$ cat src/bounded_sorted_priority_queue_defines.svh
// ----------------------------------------------------------------------------
// Assertion macros for the sorted priority queue
// Shared forms for concurrent checks, clocked on clk and quiet during reset.
// ----------------------------------------------------------------------------
`ifndef BOUNDED_SORTED_PRIORITY_QUEUE_DEFINES_SVH
`define BOUNDED_SORTED_PRIORITY_QUEUE_DEFINES_SVH

// Condition holds at every clock edge out of reset.
`define BSQ_ASSERT_ALWAYS(lbl, cond, msg) \
  lbl: assert property (@(posedge clk) disable iff (!rst_n) (cond)) else $error(msg);

// Consequent holds in the same cycle as the antecedent.
`define BSQ_ASSERT_IMP(lbl, ante, cons, msg) \
  lbl: assert property (@(posedge clk) disable iff (!rst_n) (ante) |-> (cons)) \
    else $error(msg);

// Consequent holds in the cycle after the antecedent.
`define BSQ_ASSERT_NEXT(lbl, ante, cons, msg) \
  lbl: assert property (@(posedge clk) disable iff (!rst_n) (ante) |=> (cons)) \
    else $error(msg);

`endif

$ cat src/bsq_pkg.sv
// ----------------------------------------------------------------------------
// Sorted priority queue package
// Payload structs, request and register codes, cell control and ordering.
// ----------------------------------------------------------------------------
package bsq_pkg;

  localparam int VALUE_WIDTH   = 32;
  localparam int MAX_DEPTH_DEF = 16;
  localparam int REQ_W         = 2;
  localparam int CNT_OUT_W     = 5;
  localparam int CFG_IDX_W     = 2;
  localparam int CFG_DATA_W    = 5;

  // request codes; the unused code behaves as a query
  localparam logic [REQ_W-1:0] REQ_PUSH  = 2'd0;
  localparam logic [REQ_W-1:0] REQ_POP   = 2'd1;
  localparam logic [REQ_W-1:0] REQ_QUERY = 2'd2;

  // configuration register indexes
  localparam logic [CFG_IDX_W-1:0] CFG_ORDER    = 2'd0;
  localparam logic [CFG_IDX_W-1:0] CFG_CAPACITY = 2'd1;

  typedef struct packed {
    logic [REQ_W-1:0]              req_type;
    logic signed [VALUE_WIDTH-1:0] push_value;
  } bsq_req_t;

  typedef struct packed {
    logic signed [VALUE_WIDTH-1:0] front_value;
    logic signed [VALUE_WIDTH-1:0] back_value;
    logic [CNT_OUT_W-1:0]          entry_count;
    logic                          is_empty;
    logic                          dropped_valid;
    logic signed [VALUE_WIDTH-1:0] dropped_value;
    logic                          underflow;
  } bsq_rsp_t;

  typedef enum logic [2:0] {
    CELL_HOLD,
    CELL_SHIFT,
    CELL_INSERT,
    CELL_APPEND,
    CELL_SORT
  } cell_op_t;

  // broadcast to every cell
  typedef struct packed {
    cell_op_t                      op;
    logic signed [VALUE_WIDTH-1:0] value;
    logic                          descending;
  } cell_ctl_t;

  // per-cell position relative to the fill level
  typedef struct packed {
    logic occupied;
    logic at_tail;
    logic pair_lo;
  } cell_pos_t;

  typedef enum logic [2:0] {
    ST_IDLE,
    ST_PLACE,
    ST_SORT,
    ST_RESPOND
  } bsq_state_t;

  // true when a must stand behind b under the given order
  function automatic logic after_fn(input logic signed [VALUE_WIDTH-1:0] a,
                                    input logic signed [VALUE_WIDTH-1:0] b,
                                    input logic desc);
    return desc ? (a < b) : (a > b);
  endfunction

endpackage

$ cat src/bsq_cell.sv
// ----------------------------------------------------------------------------
// Sorted priority queue cell
// Holds one entry and exchanges it with its neighbours as the op directs.
// ----------------------------------------------------------------------------
module bsq_cell import bsq_pkg::*; (
  input  logic                          clk,
  input  cell_ctl_t                     ctl_i,
  input  cell_pos_t                     pos_i,
  input  logic signed [VALUE_WIDTH-1:0] left_value_i,
  input  logic                          left_before_i,
  input  logic                          left_swap_i,
  input  logic signed [VALUE_WIDTH-1:0] right_value_i,
  output logic signed [VALUE_WIDTH-1:0] value_o,
  output logic                          before_o,
  output logic                          swap_o
);

  logic signed [VALUE_WIDTH-1:0] entry_r;
  logic signed [VALUE_WIDTH-1:0] entry_nxt;
  logic signed [VALUE_WIDTH-1:0] ins_value;

  // new value goes in front of this entry
  assign before_o  = pos_i.occupied && after_fn(entry_r, ctl_i.value, ctl_i.descending);
  // lower cell of an active pair decides the exchange
  assign swap_o    = pos_i.pair_lo && after_fn(entry_r, right_value_i, ctl_i.descending);
  assign ins_value = left_before_i ? left_value_i : ctl_i.value;

  always_comb begin
    entry_nxt = entry_r;
    case (ctl_i.op)
      CELL_SHIFT: begin
        entry_nxt = right_value_i;
      end
      CELL_INSERT: begin
        if (pos_i.occupied) begin
          if (before_o) begin
            entry_nxt = ins_value;
          end
        end else if (pos_i.at_tail) begin
          entry_nxt = ins_value;
        end
      end
      CELL_APPEND: begin
        if (pos_i.at_tail) begin
          entry_nxt = ctl_i.value;
        end
      end
      CELL_SORT: begin
        if (swap_o) begin
          entry_nxt = right_value_i;
        end else if (left_swap_i) begin
          entry_nxt = left_value_i;
        end
      end
      default: begin
        entry_nxt = entry_r;
      end
    endcase
  end

  always_ff @(posedge clk) begin
    entry_r <= entry_nxt;
  end

  assign value_o = entry_r;

endmodule

$ cat src/bounded_sorted_priority_queue.sv
// ----------------------------------------------------------------------------
// Bounded sorted priority queue
// Chain of entry cells kept in order, with a small sequencer and result stage.
// ----------------------------------------------------------------------------
// Usage:
//   in_*  : request channel (valid/ready). req_type push, pop or query;
//           push_value is the value a push inserts.
//   out_* : one result per request: front, back, count, empty, the entry
//           removed by a pop or a full-queue push, and an underflow flag.
//   cfg_* : register writes (index, data), always ready. Index 0 sets the
//           order (1 puts the largest value in front), index 1 the capacity,
//           which is taken only while the queue is empty and saturated to
//           1..MAX_DEPTH.
// Timing:
//   A query or pop is taken, its result is loaded into the result register
//   in the respond state, and only then is the next request taken. A push
//   evicts in the accepting cycle, then does the parallel insert across the
//   cell chain in the place state, then loads the result. After an order
//   change a push instead appends and runs odd-even exchange passes over the
//   chain, one pass per cycle, one pass for each entry then stored.
// Reset leaves the queue empty, ascending, with capacity MAX_DEPTH; no
// clearing pass is needed. A stalled receiver holds the result register;
// the next request is still taken and worked on, waiting to report only.
// ----------------------------------------------------------------------------
`include "bounded_sorted_priority_queue_defines.svh"

module bounded_sorted_priority_queue import bsq_pkg::*; #(
  parameter int MAX_DEPTH = MAX_DEPTH_DEF
) (
  input  logic                  clk,
  input  logic                  rst_n,
  input  logic                  in_valid,
  output logic                  in_ready,
  input  bsq_req_t              in_data,
  output logic                  out_valid,
  input  logic                  out_ready,
  output bsq_rsp_t              out_data,
  input  logic                  cfg_valid,
  output logic                  cfg_ready,
  input  logic [CFG_IDX_W-1:0]  cfg_index,
  input  logic [CFG_DATA_W-1:0] cfg_data
);

  localparam int CNT_W = $clog2(MAX_DEPTH + 1);
  localparam int IDX_W = (MAX_DEPTH > 1) ? $clog2(MAX_DEPTH) : 1;
  localparam int CMP_W = (CNT_W > CFG_DATA_W) ? CNT_W : CFG_DATA_W;

  // control state
  bsq_state_t       st_r, st_nxt;
  logic [CNT_W-1:0] cnt_r, cnt_nxt;
  logic [CNT_W-1:0] cap_r, cap_nxt;
  logic [CNT_W-1:0] pass_r, pass_nxt;
  logic             ord_r, ord_nxt;
  logic             sort_ord_r, sort_ord_nxt;
  logic             out_valid_r, out_valid_nxt;

  // request payload and result fields
  logic signed [VALUE_WIDTH-1:0] val_r, val_nxt;
  logic                          drop_v_r, drop_v_nxt;
  logic signed [VALUE_WIDTH-1:0] drop_val_r, drop_val_nxt;
  logic                          uf_r, uf_nxt;
  bsq_rsp_t                      out_data_r, out_data_nxt;

  // cell chain
  cell_ctl_t                     ctl;
  cell_pos_t                     pos_w  [MAX_DEPTH];
  logic signed [VALUE_WIDTH-1:0] val_w  [MAX_DEPTH];
  logic                          bef_w  [MAX_DEPTH];
  logic                          swp_w  [MAX_DEPTH];

  logic [IDX_W-1:0]              back_idx;
  logic [CMP_W-1:0]              cap_req;
  logic [CNT_W-1:0]              cap_sat;
  logic                          accept;
  logic                          full;

  genvar gi;
  generate
    for (gi = 0; gi < MAX_DEPTH; gi++) begin : g_cell
      logic signed [VALUE_WIDTH-1:0] left_value;
      logic                          left_before;
      logic                          left_swap;
      logic signed [VALUE_WIDTH-1:0] right_value;

      // position against the fill level; pairs alternate with the pass
      assign pos_w[gi].occupied = CNT_W'(gi) < cnt_r;
      assign pos_w[gi].at_tail  = CNT_W'(gi) == cnt_r;
      assign pos_w[gi].pair_lo  = (1'(gi % 2) == pass_r[0]) && (CNT_W'(gi + 1) < cnt_r);

      if (gi == 0) begin : g_first
        assign left_value  = '0;
        assign left_before = 1'b0;
        assign left_swap   = 1'b0;
      end else begin : g_inner
        assign left_value  = val_w[gi-1];
        assign left_before = bef_w[gi-1];
        assign left_swap   = swp_w[gi-1];
      end

      if (gi == MAX_DEPTH - 1) begin : g_last
        assign right_value = val_w[gi];
      end else begin : g_body
        assign right_value = val_w[gi+1];
      end

      bsq_cell u_cell (
        .clk           (clk),
        .ctl_i         (ctl),
        .pos_i         (pos_w[gi]),
        .left_value_i  (left_value),
        .left_before_i (left_before),
        .left_swap_i   (left_swap),
        .right_value_i (right_value),
        .value_o       (val_w[gi]),
        .before_o      (bef_w[gi]),
        .swap_o        (swp_w[gi])
      );
    end
  endgenerate

  assign in_ready  = (st_r == ST_IDLE);
  assign accept    = in_valid && in_ready;
  assign cfg_ready = 1'b1;
  assign full      = (cnt_r >= cap_r) && (cnt_r != '0);
  assign back_idx  = IDX_W'(cnt_r - CNT_W'(1));

  // saturate a capacity write to 1..MAX_DEPTH
  always_comb begin
    cap_req = CMP_W'(cfg_data);
    if (cap_req == '0) begin
      cap_sat = CNT_W'(1);
    end else if (cap_req > CMP_W'(MAX_DEPTH)) begin
      cap_sat = CNT_W'(MAX_DEPTH);
    end else begin
      cap_sat = CNT_W'(cap_req);
    end
  end

  // sequencer: next state, cell op and result build
  always_comb begin
    st_nxt        = st_r;
    cnt_nxt       = cnt_r;
    cap_nxt       = cap_r;
    pass_nxt      = pass_r;
    ord_nxt       = ord_r;
    sort_ord_nxt  = sort_ord_r;
    val_nxt       = val_r;
    drop_v_nxt    = drop_v_r;
    drop_val_nxt  = drop_val_r;
    uf_nxt        = uf_r;
    out_data_nxt  = out_data_r;
    out_valid_nxt = out_valid_r && !out_ready;
    ctl.op         = CELL_HOLD;
    ctl.value      = val_r;
    ctl.descending = ord_r;

    // register writes are to arrive only while idle; the user must keep to this, the block does not enforce it
    if (cfg_valid && cfg_ready) begin
      case (cfg_index)
        CFG_ORDER: begin
          ord_nxt = cfg_data[0];
        end
        CFG_CAPACITY: begin
          if (cnt_r == '0) begin
            cap_nxt = cap_sat;
          end
        end
        default: begin
          cap_nxt = cap_r;
        end
      endcase
    end

    case (st_r)
      ST_IDLE: begin
        if (accept) begin
          val_nxt      = in_data.push_value;
          drop_v_nxt   = 1'b0;
          drop_val_nxt = '0;
          uf_nxt       = 1'b0;
          st_nxt       = ST_RESPOND;
          case (in_data.req_type)
            REQ_PUSH: begin
              st_nxt = ST_PLACE;
              // full: evict the front first
              if (full) begin
                ctl.op       = CELL_SHIFT;
                cnt_nxt      = cnt_r - CNT_W'(1);
                drop_v_nxt   = 1'b1;
                drop_val_nxt = val_w[0];
              end
            end
            REQ_POP: begin
              if (cnt_r == '0) begin
                uf_nxt = 1'b1;
              end else begin
                ctl.op       = CELL_SHIFT;
                cnt_nxt      = cnt_r - CNT_W'(1);
                drop_v_nxt   = 1'b1;
                drop_val_nxt = val_w[0];
              end
            end
            default: begin
              st_nxt = ST_RESPOND;
            end
          endcase
        end
      end
      ST_PLACE: begin
        cnt_nxt = cnt_r + CNT_W'(1);
        // chain still ordered: insert in one step, else append and resort
        if ((sort_ord_r == ord_r) || (cnt_r <= CNT_W'(1))) begin
          ctl.op       = CELL_INSERT;
          sort_ord_nxt = ord_r;
          st_nxt       = ST_RESPOND;
        end else begin
          ctl.op   = CELL_APPEND;
          pass_nxt = '0;
          st_nxt   = ST_SORT;
        end
      end
      ST_SORT: begin
        ctl.op = CELL_SORT;
        if (pass_r == cnt_r - CNT_W'(1)) begin
          sort_ord_nxt = ord_r;
          st_nxt       = ST_RESPOND;
        end else begin
          pass_nxt = pass_r + CNT_W'(1);
        end
      end
      ST_RESPOND: begin
        // hold until the result register is free
        if (!out_valid_r || out_ready) begin
          out_data_nxt.front_value   = (cnt_r != '0) ? val_w[0] : '0;
          out_data_nxt.back_value    = (cnt_r != '0) ? val_w[back_idx] : '0;
          out_data_nxt.entry_count   = CNT_OUT_W'(cnt_r);
          out_data_nxt.is_empty      = (cnt_r == '0);
          out_data_nxt.dropped_valid = drop_v_r;
          out_data_nxt.dropped_value = drop_val_r;
          out_data_nxt.underflow     = uf_r;
          out_valid_nxt              = 1'b1;
          st_nxt                     = ST_IDLE;
        end
      end
      default: begin
        st_nxt = ST_IDLE;
      end
    endcase
  end

  always_ff @(posedge clk) begin
    if (!rst_n) begin
      st_r        <= ST_IDLE;
      cnt_r       <= '0;
      cap_r       <= CNT_W'(MAX_DEPTH);
      pass_r      <= '0;
      ord_r       <= 1'b0;
      sort_ord_r  <= 1'b0;
      out_valid_r <= 1'b0;
    end else begin
      st_r        <= st_nxt;
      cnt_r       <= cnt_nxt;
      cap_r       <= cap_nxt;
      pass_r      <= pass_nxt;
      ord_r       <= ord_nxt;
      sort_ord_r  <= sort_ord_nxt;
      out_valid_r <= out_valid_nxt;
    end
  end

  always_ff @(posedge clk) begin
    val_r      <= val_nxt;
    drop_v_r   <= drop_v_nxt;
    drop_val_r <= drop_val_nxt;
    uf_r       <= uf_nxt;
    out_data_r <= out_data_nxt;
  end

  assign out_valid = out_valid_r;
  assign out_data  = out_data_r;

  // checks
  `BSQ_ASSERT_ALWAYS(a_cnt_bound, cnt_r <= cap_r, "entry count above capacity")
  `BSQ_ASSERT_NEXT(a_pop_count, accept && (in_data.req_type == REQ_POP) && (cnt_r != '0),
                   cnt_r == $past(cnt_r) - CNT_W'(1), "pop did not remove one entry")
  `BSQ_ASSERT_NEXT(a_sort_count, st_r == ST_SORT, cnt_r == $past(cnt_r),
                   "entry count moved during resort")
  `BSQ_ASSERT_IMP(a_empty_flag, out_valid_r,
                  out_data_r.is_empty == (out_data_r.entry_count == '0),
                  "empty flag disagrees with count")
  `BSQ_ASSERT_IMP(a_drop_uf, out_valid_r,
                  !(out_data_r.dropped_valid && out_data_r.underflow),
                  "drop and underflow reported together")

endmodule
$ cat config.mk
export PLATFORM = sky130hd
export DESIGN_NAME = bounded_sorted_priority_queue
export DESIGN_NICKNAME = d
export VERILOG_FILES = /design/src/bsq_pkg.sv /design/src/bsq_cell.sv /design/src/bounded_sorted_priority_queue.sv
export VERILOG_INCLUDE_DIRS = /design/src /design/src/src
export SDC_FILE = /design/constraint.sdc
export NUM_CORES = 2
export LEC_CHECK = 0
export BUFFER_PORTS_ARGS = -buffer_cell sky130_fd_sc_hd__buf_2
export CORE_MARGIN = 4
export CORE_UTILIZATION = 44
export CTS_CLUSTER_SIZE = 40
export DETAILED_ROUTE_END_ITERATION = 6
export PLACE_DENSITY = 0.57
export SYNTH_ARGS = -nofsm -noshare
export SYNTH_HDL_FRONTEND = slang
export SYNTH_SLANG_ARGS = --single-unit
$ cat constraint.sdc
create_clock -name clk -period 8.15 [get_ports clk]
set_input_delay 0.4075 -clock clk [delete_from_list [all_inputs] [get_ports clk]]
set_output_delay 0.4075 -clock clk [all_outputs]
set_load 0.01 [all_outputs]
# == After elaboration in Yosys (flattened, before gate mapping) ==
# Index checks and enable logic that the tools add are counted.
# classes
magnitude_cmp,85
n_bitwise,2
addsub,3
n_reduce_logical,89
n_mux,194
n_mul,0
div,0
shift,0
n_eq_ne,98
# ops
cell,count
two-way mux 32 bit,113
one-hot mux 32 bit (4 select lines),15
> comparator 32 bit,32
less-than comparator 32 bit,32
binary-select mux 32 bit (select 4 bit),1
one-hot mux 32 bit (3 select lines),1
"!= test 3 x 1 -> 1 bit, second input constant",28
AND reduction 5 bit,15
one-hot mux 32 bit (2 select lines),1
logical AND 1 bit,51
"!= test 3 x 2 -> 1 bit, second input constant",17
two-way mux 1 bit,44
"== test 4 x 5 -> 1 bit, first input constant",8
"less-than comparator 4 x 5 -> 1 bit, first input constant",8
"!= test 2 x 1 -> 1 bit, second input constant",18
two-way mux 5 bit,7
one-hot mux 5 bit (2 select lines),3
"== test 3 x 5 -> 1 bit, first input constant",4
"less-than comparator 3 x 5 -> 1 bit, first input constant",4
AND reduction 3 bit,5
"== test 3 x 2 -> 1 bit, second input constant",4
"!= test 2 bit, second input constant",6
one-hot mux 3 bit (4 select lines),1
"adder 5 x 1 -> 5 bit, second input constant",2
33 further kinds,51
# totals
reg_bits,703
input_bits,46
memories,0
ram_bits,0
latch_bits,0
romBits,0

# == Logic depth before layout (Yosys ltp) ==
# depth
depth_word,9
depth_mapped,16
depth_no_buf,12

# == Cells and area by module ==
# Synthesis repeated with hierarchy kept, for this count alone.
# unflattened
cells_unflattened,8383
area_unflattened_um2,82536.7
# modules_own_cells
module,cells_each,instances,area_per_inst_um2
bsq_cell (g_cell[0].u_cell ...),476,13,4458.0
bounded_sorted_priority_queue,748,1,11598.6
bsq_cell (g_cell[8].u_cell),473,1,4390.5
bsq_cell (g_cell[9].u_cell),499,1,4354.2
bsq_cell (g_cell[12].u_cell),475,1,4239.1

# == Worst setup path before layout ==
# No wires, ideal clock.
# synth_timing
path_kind,register -> register
startpoint,reg val_r[14]
endpoint,"reg g_cell[1].u_cell.entry_r[0], enable pin"
n_path_buf,3
synth_period_minus_slack_ns,6.135
t_required_ns,7.680
arrival_time_ns,5.665
stages_incl_launch_ff,14
slack_ns,2.015
cell_sequence,edfxtp_1 clkbuf_1 inv_1 ha_1 nand4_1 nor4_1 a21boi_1 o31ai_1 a31oi_1 mux2i_2 buf_2 buf_2 a211oi_1 a211oi_1
# synth_via
elab_chain_cells,5
elab_cells_between_ends,6
# synth_lines
item,line_no,text
"start, declared",bounded_sorted_priority_queue.sv:58,"logic signed [VALUE_WIDTH-1:0] val_r, val_nxt;"
"start signal, assigned",bounded_sorted_priority_queue.sv:272,val_r <= val_nxt;
> comparator 32 bit / less-than comparator 32 bit (equally long branches),bsq_pkg.sv:71,return desc ? (a < b) : (a > b);
two-way mux 1 bit (*),bsq_pkg.sv:71,
logical AND 1 bit (*),bsq_cell.sv:23,"assign before_o = pos_i.occupied && after_fn(entry_r, ctl_i.value, ctl_i.descending);"
!= test 3 x 2 -> 1 bit (no line) (*),n/a,
AND reduction 5 bit (no line) (*),n/a,
"end signal, assigned",bsq_cell.sv:62,entry_r <= entry_nxt;
"end, declared",bsq_cell.sv:18,logic signed [VALUE_WIDTH-1:0] entry_r;
# Mark *: on every way between the ends. The rest lies on a longest branch, timed or not.
# A chain may end at the register's enable or synchronous reset.

# == Final worst setup path ==
# layout_timing
startpoint,reg cnt_r[0]
endpoint,"reg g_cell[11].u_cell.entry_r[16], enable pin"
# layout_via
elab_chain_cells,9
elab_cells_between_ends,30
# layout_lines
item,line_no,text
"start, declared",bounded_sorted_priority_queue.sv:50,"logic [CNT_W-1:0] cnt_r, cnt_nxt;"
"start signal, assigned",bounded_sorted_priority_queue.sv:262,cnt_r <= cnt_nxt;
>= comparator 5 bit / nonzero test 5 bit (equally long branches),bounded_sorted_priority_queue.sv:124,assign full = (cnt_r >= cap_r) && (cnt_r != '0);
logical AND 1 bit,bounded_sorted_priority_queue.sv:124,
two-way mux 1 bit,bounded_sorted_priority_queue.sv:186,if (full) begin
one-hot mux 1 bit (2 select lines),bounded_sorted_priority_queue.sv:182,case (in_data.req_type)
two-way mux 1 bit,bounded_sorted_priority_queue.sv:176,if (accept) begin
one-hot mux 3 bit (3 select lines),bounded_sorted_priority_queue.sv:174,case (st_r)
== test 3 bit (tied with other cells),bsq_cell.sv:30,case (ctl_i.op)
!= test 3 x 1 -> 1 bit (no line) (tied with other cells),n/a,
AND reduction 5 bit (no line) (*),n/a,
"end signal, assigned",bsq_cell.sv:62,
"end, declared",bsq_cell.sv:18,
# Marks and branches as above.

==> out/metrics.csv <==
metric;value;unit
Fin. Hold Viols;0;
DR WL/cell;32.5;microns
number of synthesized flops with an enable pin;682;
Worst Hold Class;in -> reg;
Die W;389;microns
Port Buffers;151;
maxcap violations;0;
first-pass GRT wire length;391;mm
post-route clock period utilization;0.727;
routed via count;57425;
Yosys warnings;0;
CTS tree;yes;
Area Growth Syn to Fin;10.7;%
asr flop ratio synth;0;
die height;389;microns
Crit. End Element;register;
antenna violations before repair;12;
CTS Sinks;702;
Commonest cells post-synth;ha_1, edfxtp_1, inv_1;
Residual DRC;1;
CTS max path bufs;3;
Rel. slew slack;0.136;
die area;151000;sq um
# IOs;153;
RSZ-0062 raised after global routing;no;
Critical Path RT;8480;ps
Main synth FF type;edfxtp_1;
mean post-synth cell area;9.97;sq um
clk slew on worst S/H paths;70;ps
Synth area leader;edfxtp_1;
Mapped Cells;6409;
Num CTS Buffers;89;
All-Layer GR Usage;0.352;
1st-iter DRT viols;6943;
vias in the first global route;54878;
Worst EP arrival;6250;ps
DR pass1 iterations;7;
HPWL Detailed;211;mm
Max FO, Critical Path;40;
layout net count;7567;
main area contributors after synthesis;edfxtp_1, ha_1, mux4_2;
Synth cell types;96;
status;finished, violations left;
cell area after synthesis;63900;sq um
Setup CP Type;reg -> reg;
final wirelength;276;mm
Setup-failing EPs final;0;
Root Buffer;clkbuf_16;
startpoint types;register;
Via-to-Cell Ratio;6.76;
syn_nets;7465;
Fmax;169;MHz
CTS H-tree depth;3;
top-count cell post-synth;ha_1;
TNS Setup;0;ps
CORE AREA;144000;sq um
row count;139;
fraction of layout instances using a drive strength above 1;0.107;
Routability Congestion;1.00;
largest net degree at the start of global routing;124;
Worst-Margin Slew;1290;ps
max-slew violations;0;
FF+latch count, synth;702;
GRT overflow;0;
sequential share of the synthesized area;0.327;
FILL cells;13361;
Initial Utilization;0.444;
Yosys top cell area share;0.320;
setup repair bufs after CTS;0;
ANT nets after route;0;
clk_lat worst skew;750;ps
min cycle time layout;5920;ps
failing checks;DRC;
Worst Skew;63.2;ps
metal layers:
metal  vias up  GRT usage  share of wire
li1      25170          -              -
met5         -          0        0.00014
met3       587     0.0815           0.10
met1     28393      0.461           0.40
met2      3269      0.540           0.44
met4         6      0.192          0.064
registers in the layout, summed over array words and instances, names as in the netlist:
name	count
pass_r	5
cap_r	5
val_r	32
drop_v_r	1
drop_val_r	32
out_data	104
st_r	2
out_valid	1
uf_r	1
sort_ord_r	1
ord_r	1
cnt_r	5
g_cell.u_cell.value_o	512
cell usage in the layout (no fill, tap or decap), types with 137 or more instances in the layout:
cell,count
inv_1,548
a21oi_1,368
a21o_1,258
nand2_1,392
a221o_1,137
nand4_1,192
ha_1,1007
buf_4,166
nor2_1,362
edfxtp_1,682
mux2i_1,279
o21ai_0,150
a211oi_1,144
buf_2,151
per-stage QoR:
stage,worst slack (ps),hold slack [ps],cell area [sq um],utilization,instances
detailed placement,2410,405,67500,0.468,8292
global route,2080,20.5,70800,0.491,8489
finish,2230,64.2,70800,0.491,8491
global placement,2470,402,67500,0.468,8292
floorplan,2010,400,63900,-,6409
CTS,2380,8.64,70700,0.491,8487
cells by family after synthesis:
logic type	after synthesis	synth area share
AOI/OAI and AO/OA	1822	0.204
and+or+nand+nor	1511	0.119
adders and majority gates	1010	0.198
buffers and inverters	894	0.0544
DFF	702	0.327
muxes	441	0.0950
xor gates and xnor gates	28	0.00384
other	1	0.0000587
worst max-delay path, stage by stage, from the launching register on:
cell and delay [ps]:
dfxtp_4 880, buf_4 770, nor2_1 450, o21ai_2 440
nand3_1 220, o22a_1 330, buf_4 300, nand2_2 660
buf_4 560, nor2_1 80, o2bb2ai_1 150, nor3_2 130
buf_4 470
final timing paths:
kind                   from                            end  slack, ps  cells after the start
max                cnt_r[0]  g_cell[11].u_cell.value_o[16]       2230                     12
max reg2reg        cnt_r[0]  g_cell[11].u_cell.value_o[16]       2230                     12
min reg2reg  drop_val_r[23]                   out_data[24]        420                      0
min             in_data[10]                      val_r[10]         60                      1
cell type report:
type / count / area (sq um) / area share
antenna: 2 / 5.00 / 0.0000707
clock buffer: 99 / 2260 / 0.0320
clock inverter: 67 / 724 / 0.0102
inverter: 553 / 2080 / 0.0294
multi-input combinational: 4813 / 40000 / 0.566
sequential: 702 / 20900 / 0.295
tap: 1903 / 2380 / 0.0336
timing repair buffer: 352 / 2390 / 0.0338
timing repair:
action	4_1_cts	5_1_grt
hold buffers	29	2
resized for setup	0	0
endpoints found under the hold margin	29	2
Power is not shown: default switching activity piles up to over one toggle a cycle in this logic, so the estimate is an artifact.
